File: src/point_in_sphere_or_cone_test_unit_defines.svh
// ----------------------------------------------------------------------------
// Point in sphere or cone test unit - assertion macros
// Shared concurrent assertion forms for the test unit.
// ----------------------------------------------------------------------------
`ifndef POINT_IN_SPHERE_OR_CONE_TEST_UNIT_DEFINES_SVH
`define POINT_IN_SPHERE_OR_CONE_TEST_UNIT_DEFINES_SVH

// same-cycle implication
`define PSCT_ASSERT_IMP(lbl, clk, rst, ante, cons, msg) \
   lbl: assert property (@(posedge clk) disable iff (rst) (ante) |-> (cons)) \
      else $error(msg);

// next-cycle implication
`define PSCT_ASSERT_NXT(lbl, clk, rst, ante, cons, msg) \
   lbl: assert property (@(posedge clk) disable iff (rst) (ante) |=> (cons)) \
      else $error(msg);

`endif

File: src/psct_pkg.sv
// ----------------------------------------------------------------------------
// Point in sphere or cone test package
// Constants, codes and latency helpers shared by the test unit files.
// ----------------------------------------------------------------------------
package psct_pkg;

   localparam int COORD_WIDTH_DEF = 32;
   localparam int RADIUS_WIDTH    = 31;
   localparam int EPS_WIDTH       = 16;
   localparam logic [EPS_WIDTH-1:0] EPS_RESET = 16'd1;
   localparam int LIMB            = 32;

   typedef enum logic {
      CMD_SPHERE = 1'b0,
      CMD_CONE   = 1'b1
   } cmd_type;

   function automatic int mul_lat(int aw, int bw);
      int na;
      int nb;
      na = (aw + LIMB - 1) / LIMB;
      nb = (bw + LIMB - 1) / LIMB;
      return 1 + $clog2(na * nb);
   endfunction

   function automatic int max2(int a, int b);
      return (a > b) ? a : b;
   endfunction

endpackage

File: src/psct_mul.sv
// ----------------------------------------------------------------------------
// Pipelined wide multiplier
// Unsigned product built from 32 x 32 partial products and a registered
// adder tree, with a padding register chain appended when LAT asks for more stages.
// ----------------------------------------------------------------------------
module psct_mul #(
   parameter int AW  = psct_pkg::LIMB,
   parameter int BW  = psct_pkg::LIMB,
   parameter int LAT = psct_pkg::mul_lat(psct_pkg::LIMB, psct_pkg::LIMB)
) (
   input  logic          clock,
   input  logic          en,
   input  logic [AW-1:0] a,
   input  logic [BW-1:0] b,
   output logic [AW+BW-1:0] p
);

   localparam int LB  = psct_pkg::LIMB;
   localparam int NA  = (AW + LB - 1) / LB;
   localparam int NB  = (BW + LB - 1) / LB;
   localparam int NP  = NA * NB;
   localparam int PW  = AW + BW;
   localparam int AXW = NA * LB;
   localparam int BXW = NB * LB;
   localparam int EW  = AXW + BXW;
   localparam int PPW = 2 * LB;
   localparam int LV  = $clog2(NP);
   localparam int PAD = LAT - 1 - LV;

   logic [AXW-1:0] a_ext;
   logic [BXW-1:0] b_ext;
   logic [PW-1:0]  sum_in [0:LV][0:NP-1];
   logic [PW-1:0]  lvl_ff [0:LV][0:NP-1];

   assign a_ext = AXW'(a);
   assign b_ext = BXW'(b);

   always_comb begin
      logic [PPW-1:0] pp;
      int lo;
      int hi;
      for (int k = 0; k <= LV; k++) begin
         for (int n = 0; n < NP; n++) begin
            sum_in[k][n] = '0;
         end
      end
      for (int i = 0; i < NA; i++) begin
         for (int j = 0; j < NB; j++) begin
            pp = a_ext[i*LB +: LB] * b_ext[j*LB +: LB];
            sum_in[0][i*NB+j] = PW'(EW'(pp) << ((i + j) * LB));
         end
      end
      for (int k = 1; k <= LV; k++) begin
         for (int n = 0; n < NP; n++) begin
            lo = 2 * n;
            hi = 2 * n + 1;
            if (lo < NP) begin
               sum_in[k][n] = lvl_ff[k-1][lo];
            end
            if (hi < NP) begin
               sum_in[k][n] = sum_in[k][n] + lvl_ff[k-1][hi];
            end
         end
      end
   end

   always_ff @(posedge clock) begin
      if (en) begin
         for (int k = 0; k <= LV; k++) begin
            for (int n = 0; n < NP; n++) begin
               lvl_ff[k][n] <= sum_in[k][n];
            end
         end
      end
   end

   generate
      if (PAD > 0) begin : g_pad
         logic [PW-1:0] pad_ff [0:PAD-1];
         always_ff @(posedge clock) begin
            if (en) begin
               pad_ff[0] <= lvl_ff[LV][0];
               for (int k = 1; k < PAD; k++) begin
                  pad_ff[k] <= pad_ff[k-1];
               end
            end
         end
         assign p = pad_ff[PAD-1];
      end else begin : g_nopad
         assign p = lvl_ff[LV][0];
      end
   endgenerate

endmodule

File: config.mk
export PLATFORM = sky130hd
export DESIGN_NAME = psct_mul
export DESIGN_NICKNAME = d
export VERILOG_FILES = /design/src/point_in_sphere_or_cone_test_unit_defines.svh /design/src/psct_pkg.sv /design/src/psct_mul.sv
export SDC_FILE = /design/constraint.sdc
export NUM_CORES = 2
export LEC_CHECK = 0
export BUFFER_PORTS_ARGS = -buffer_cell sky130_fd_sc_hd__buf_2
export CAP_MARGIN = 10
export CORE_MARGIN = 2
export CORE_UTILIZATION = 55
export DETAILED_ROUTE_END_ITERATION = 8
export PLACE_DENSITY_LB_ADDON = 0.15
export SYNTH_ARGS = -nofsm -noshare
export SYNTH_HDL_FRONTEND = slang
export SYNTH_SLANG_ARGS = --single-unit
export TNS_END_PERCENT = 50
File: constraint.sdc
create_clock -name clock -period 23.9 [get_ports clock]
set_clock_uncertainty 0.05 [all_clocks]
set_input_delay 2.39 -clock clock [delete_from_list [all_inputs] [get_ports clock]]
set_output_delay 2.39 -clock clock [all_outputs]
set_load 0.05 [all_outputs]
After elaboration in Yosys (flattened, before gate mapping)
Memory sizes are Yosys's and may differ from the RTL's.
Index checks and enable logic that the tools add are counted.
{"block": "word_totals", "output_inout_bits": 64, "input_bits": 66, "word_cells": 4, "n_memories": 1, "ff_bits": 0, "ram_bits": 64}
{"block": "op_classes", "muxes": 2, "n_mul": 1}
{"name": "lvl_ff", "words": 1, "word_bits": 64, "rd": 1, "rd_ports_with_merged_regs": 0, "wr": 1, "line_no": "psct_mul.sv:33", "source": "logic [PW-1:0] lvl_ff [0:LV][0:NP-1];"}
{"cell": "$mul 32x32->64", "count": 1}
{"cell": "$mux 1", "count": 2}

Logic depth before layout (Yosys ltp)
{"block": "logic_depth", "ltp_word": 2, "ltp_mapped": 29, "mapped_depth_nobuf": 27}

Worst setup path before layout
No wires, ideal clock.
{"block": "synth_timing", "kind": "input to register", "from": "input port a[25]", "to": "memory lvl_ff[0][62] (netlist bit), data pin", "setup_time_ns": 0.262, "arrival_time_ns": 9.002, "t_required_ns": 23.588, "path_buffers": 2, "cell_stages": 25, "path_slack_ns": 14.586, "path_cell_list": "clkbuf_1 > nand2_1 > fa_1 > inv_1 > fa_1 > inv_1 > fa_1 > inv_1 > fa_1 > fa_1 > fa_1 > fa_1 > inv_1 > fa_1 > inv_1 > ha_1 > buf_2 > nand4_1 > or4_1 > or3_1 > a31oi_1 > a31o_2 > a211oi_1 > o21ai_1 > xor2_1"}
{"element": "start, declared", "line_no": "psct_mul.sv:13", "source": "input logic [AW-1:0] a,"}
{"element": "end, declared", "line_no": "psct_mul.sv:33"}

==> run_results.csv <==
group,metric,value,unit
worst_setup_path,path_class,"in -> reg",
floorplanning,num_io_pins,130,
placement,place.gp.congestion,0.894,
timing,rsz0062_at_grt,"no",
worst_setup_path,cpPeakStageDelay,0.76,ns
clock_network,cts.sinks,64,
timing,setup_violations,0,
worst_setup_path,crit_end,"lvl_ff[0][62]",
floorplanning,die_h,257,µm
layout,final_layout_size_suffix_gt1_share,4.71,%
logic_synthesis,yosysTopAreaCell,"fa_1",
layout,top_register,"lvl_ff",
route,dr.pass1.iters,6,
clock_network,cts_resized,0,
layout,areaGrowthSynthToFinish,3.71,%
worst_setup_path,cpMostUsedCell,"fa_1",
logic_synthesis,yosys_warnings,0,
route,avgViaCountPerCell,5.51,
global_routing,grt_pass1_vias,27800,
worst_setup_path,slowest_stage,"buf_2",
worst_setup_path,crit_start,"b[24]",
logic_synthesis,synth_cells,3758,
route,drt_iter0_markers,1604,
floorplanning,core,0.0632,mm²
placement,dp_hpwl,72900,µm
global_routing,antenna_found_initial,3,
worst_setup_path,startpoint_type,"primary input",
logic_synthesis,synth_cell_type_count,56,
layout,largest_register_ffs,64,
logic_synthesis,synth_top_area_share,50.9,%
logic_synthesis,synth-edff-count,64,
flow_run,drv_cap,0,
floorplanning,die_area,0.0662,mm²
layout,fillers,5646,
logic_synthesis,syn-num-nets,4983,
logic_synthesis,synth_area,0.0353,mm²
timing,max_freq,0.0977,GHz
worst_setup_path,endpoint_kind,"flop",
clock_network,cts_setup_buffers,0,
route,vias,25100,
clock_network,hold_buffers,0,
layout,reg.largest.list,"lvl_ff: 64 flops",
run_status,outcome,"complete, no violations",
placement,port_buffers,129,
placement,pre_cts_ws,13.45,ns
clock_network,cts_buffer_depth,2,
worst_setup_path,crit_fanout,32,
layout,seq_area,0.00192,mm²
logic_synthesis,async_flop_share,0,%
timing,worst_slack,13.67,ns
timing,timing.final.max_slew_violations,0,
logic_synthesis,synthTopCellsByArea,"fa_1 51%, and2_1 11%, ha_1 9.3%, inv_1 9.2%, edfxtp_1 5.4%",
logic_synthesis,ys.flop_type,"edfxtp_1",
route,routedWlPerCell,21.3,µm
global_routing,grt_pass1_wl,155000,µm
layout,multi_input_area,0.0292,mm²
logic_synthesis,synth.avg_cell_area,9.39,µm²
timing,hold_violations,0,
layout,nNetsFinal,4915,
worst_setup_path,critPathArrivalTime,10.28,ns
worst_setup_path,cp.required,23.95,ns
global_routing,grt_overflow,0,
logic_synthesis,synth.most_common_cell,"fa_1",
clock_network,path_clk_slew,0.06,ns
clock_network,numCtsBuffers,9,
timing,tns,0,ns
floorplanning,num_rows,92,
clock_network,cts_tree,"done",
clock_network,cts_max_level,3,
timing,fin_crit,10.23,ns
logic_synthesis,synthTopCellsByCount,"896 x fa_1, 863 x inv_1, 603 x and2_1, 478 x nand2_1, 263 x ha_1",
global_routing,grt_usage,30.8,%
worst_hold_path,hp-class,"in -> reg",
worst_setup_path,crit_chain,"buf_2, nand2_1, fa_1, inv_1, fa_1, fa_1, fa_1, fa_1, fa_1, fa_1, inv_1, fa_1, inv_1, ha_1, nand2_1, or4_1, or3_1, a31oi_1, a31o_2, a211oi_1, o21ai_1, xor2_1",
timing,tightest_slew,1.03,ns
logic_synthesis,yosys_register_bits,64,
floorplanning,die_w,257,µm
route,drc,0,
route,finalWirelength,96800,µm
timing,min_period_over_period,42.8,%
global_routing,grt_max_degree,65,
logic_synthesis,seq_area_frac_synth,5.45,%
route,detail-route-antenna-nets,0,
floorplanning,start_util,55.8,%
timing,relSlewSlack,31.1,%
clock_network,cts_root_buf,"clkbuf_16",
how the worst min path moves through the flow:
stage	startpoint	endpoint	slack [ns]	depth (start not counted)
final	en	lvl_ff[0][52]	2.68	2
after global routing	a[0]	lvl_ff[0][0]	2.73	3
after CTS	b[0]	lvl_ff[0][0]	2.71	3
after detailed placement	lvl_ff[0][44]	p[44]	2.88	1
after global placement	lvl_ff[0][42]	p[42]	2.88	1
after floorplan	en	lvl_ff[0][0]	2.45	0
layout make-up:
class	count	area share, %
Antenna cell	2	0.0137
Multi-Input combinational cell	2604	79.9
Clock inverter	6	0.253
Inverter	863	8.86
Clock buffer	10	0.626
Timing Repair Buffer	148	2.15
Sequential cell	64	5.25
Tap cell	846	2.89
cells in the final DEF, fill, tap and decap left out, drive strengths merged, types with 5 or more instances in the layout:
cell,instances
a21o,37
a21oi,70
a31oi,12
and2,603
and3,14
buf,148
clkbuf,10
edfxtp,64
fa,896
ha,263
inv,864
nand2,478
nand3,12
nand4,24
nor2,21
nor3,5
o21a,8
o21ai,30
o21bai,10
or3,5
xnor2,33
xor2,26
per-stage QoR:
step           instances  hold slack [ns]  util, %  instance area, µm²
6_report            4543             2.68     57.9               36600
5_1_grt             4542             2.73     57.9               36600
4_1_cts             4541             2.71     57.9               36600
3_5_place_dp        4525             2.88     57.4               36300
3_3_place_gp        4525             2.88     57.4               36300
2_1_floorplan       3758             2.45        -               35300
critical path: cells and delay by family:
kind	cells	cell delay [ns]
AOI/OAI and AO/OA	4	1.13
xor gates and xnor gates	1	0.08
adders and majority gates	9	4.53
buffers and inverters	4	0.93
and+or+nand+nor	4	1.21
kinds of logic (layout without fill, tap and decap cells):
logic type               after synthesis  after routing  synth area share (%)
multiplexers                           1              1                0.0284
AND/OR/NAND/NOR                     1180           1180                  17.4
buffers and inverters               1090           1027                  11.6
other                                  0              2                     0
AO/OA/AOI/OAI                        205            205                  3.85
XOR/XNOR                              59             59                  1.47
flip-flops                            64             64                  5.45
adder cells (fa/ha/maj)             1159           1159                  60.2
per-layer routing:
metal  part of all wire [%]  vias to the layer above  track usage (%)
met4                    5.9                        0             15.1
li1                       -                    10800                -
met3                    5.4                      255             3.54
met5                      0                        -                0
met2                     51                      853             53.6
met1                     38                    13100             38.2
Power is left out: the tool's default activity adds up to more than one toggle a clock period on the data nets, which glitch-free logic cannot reach.
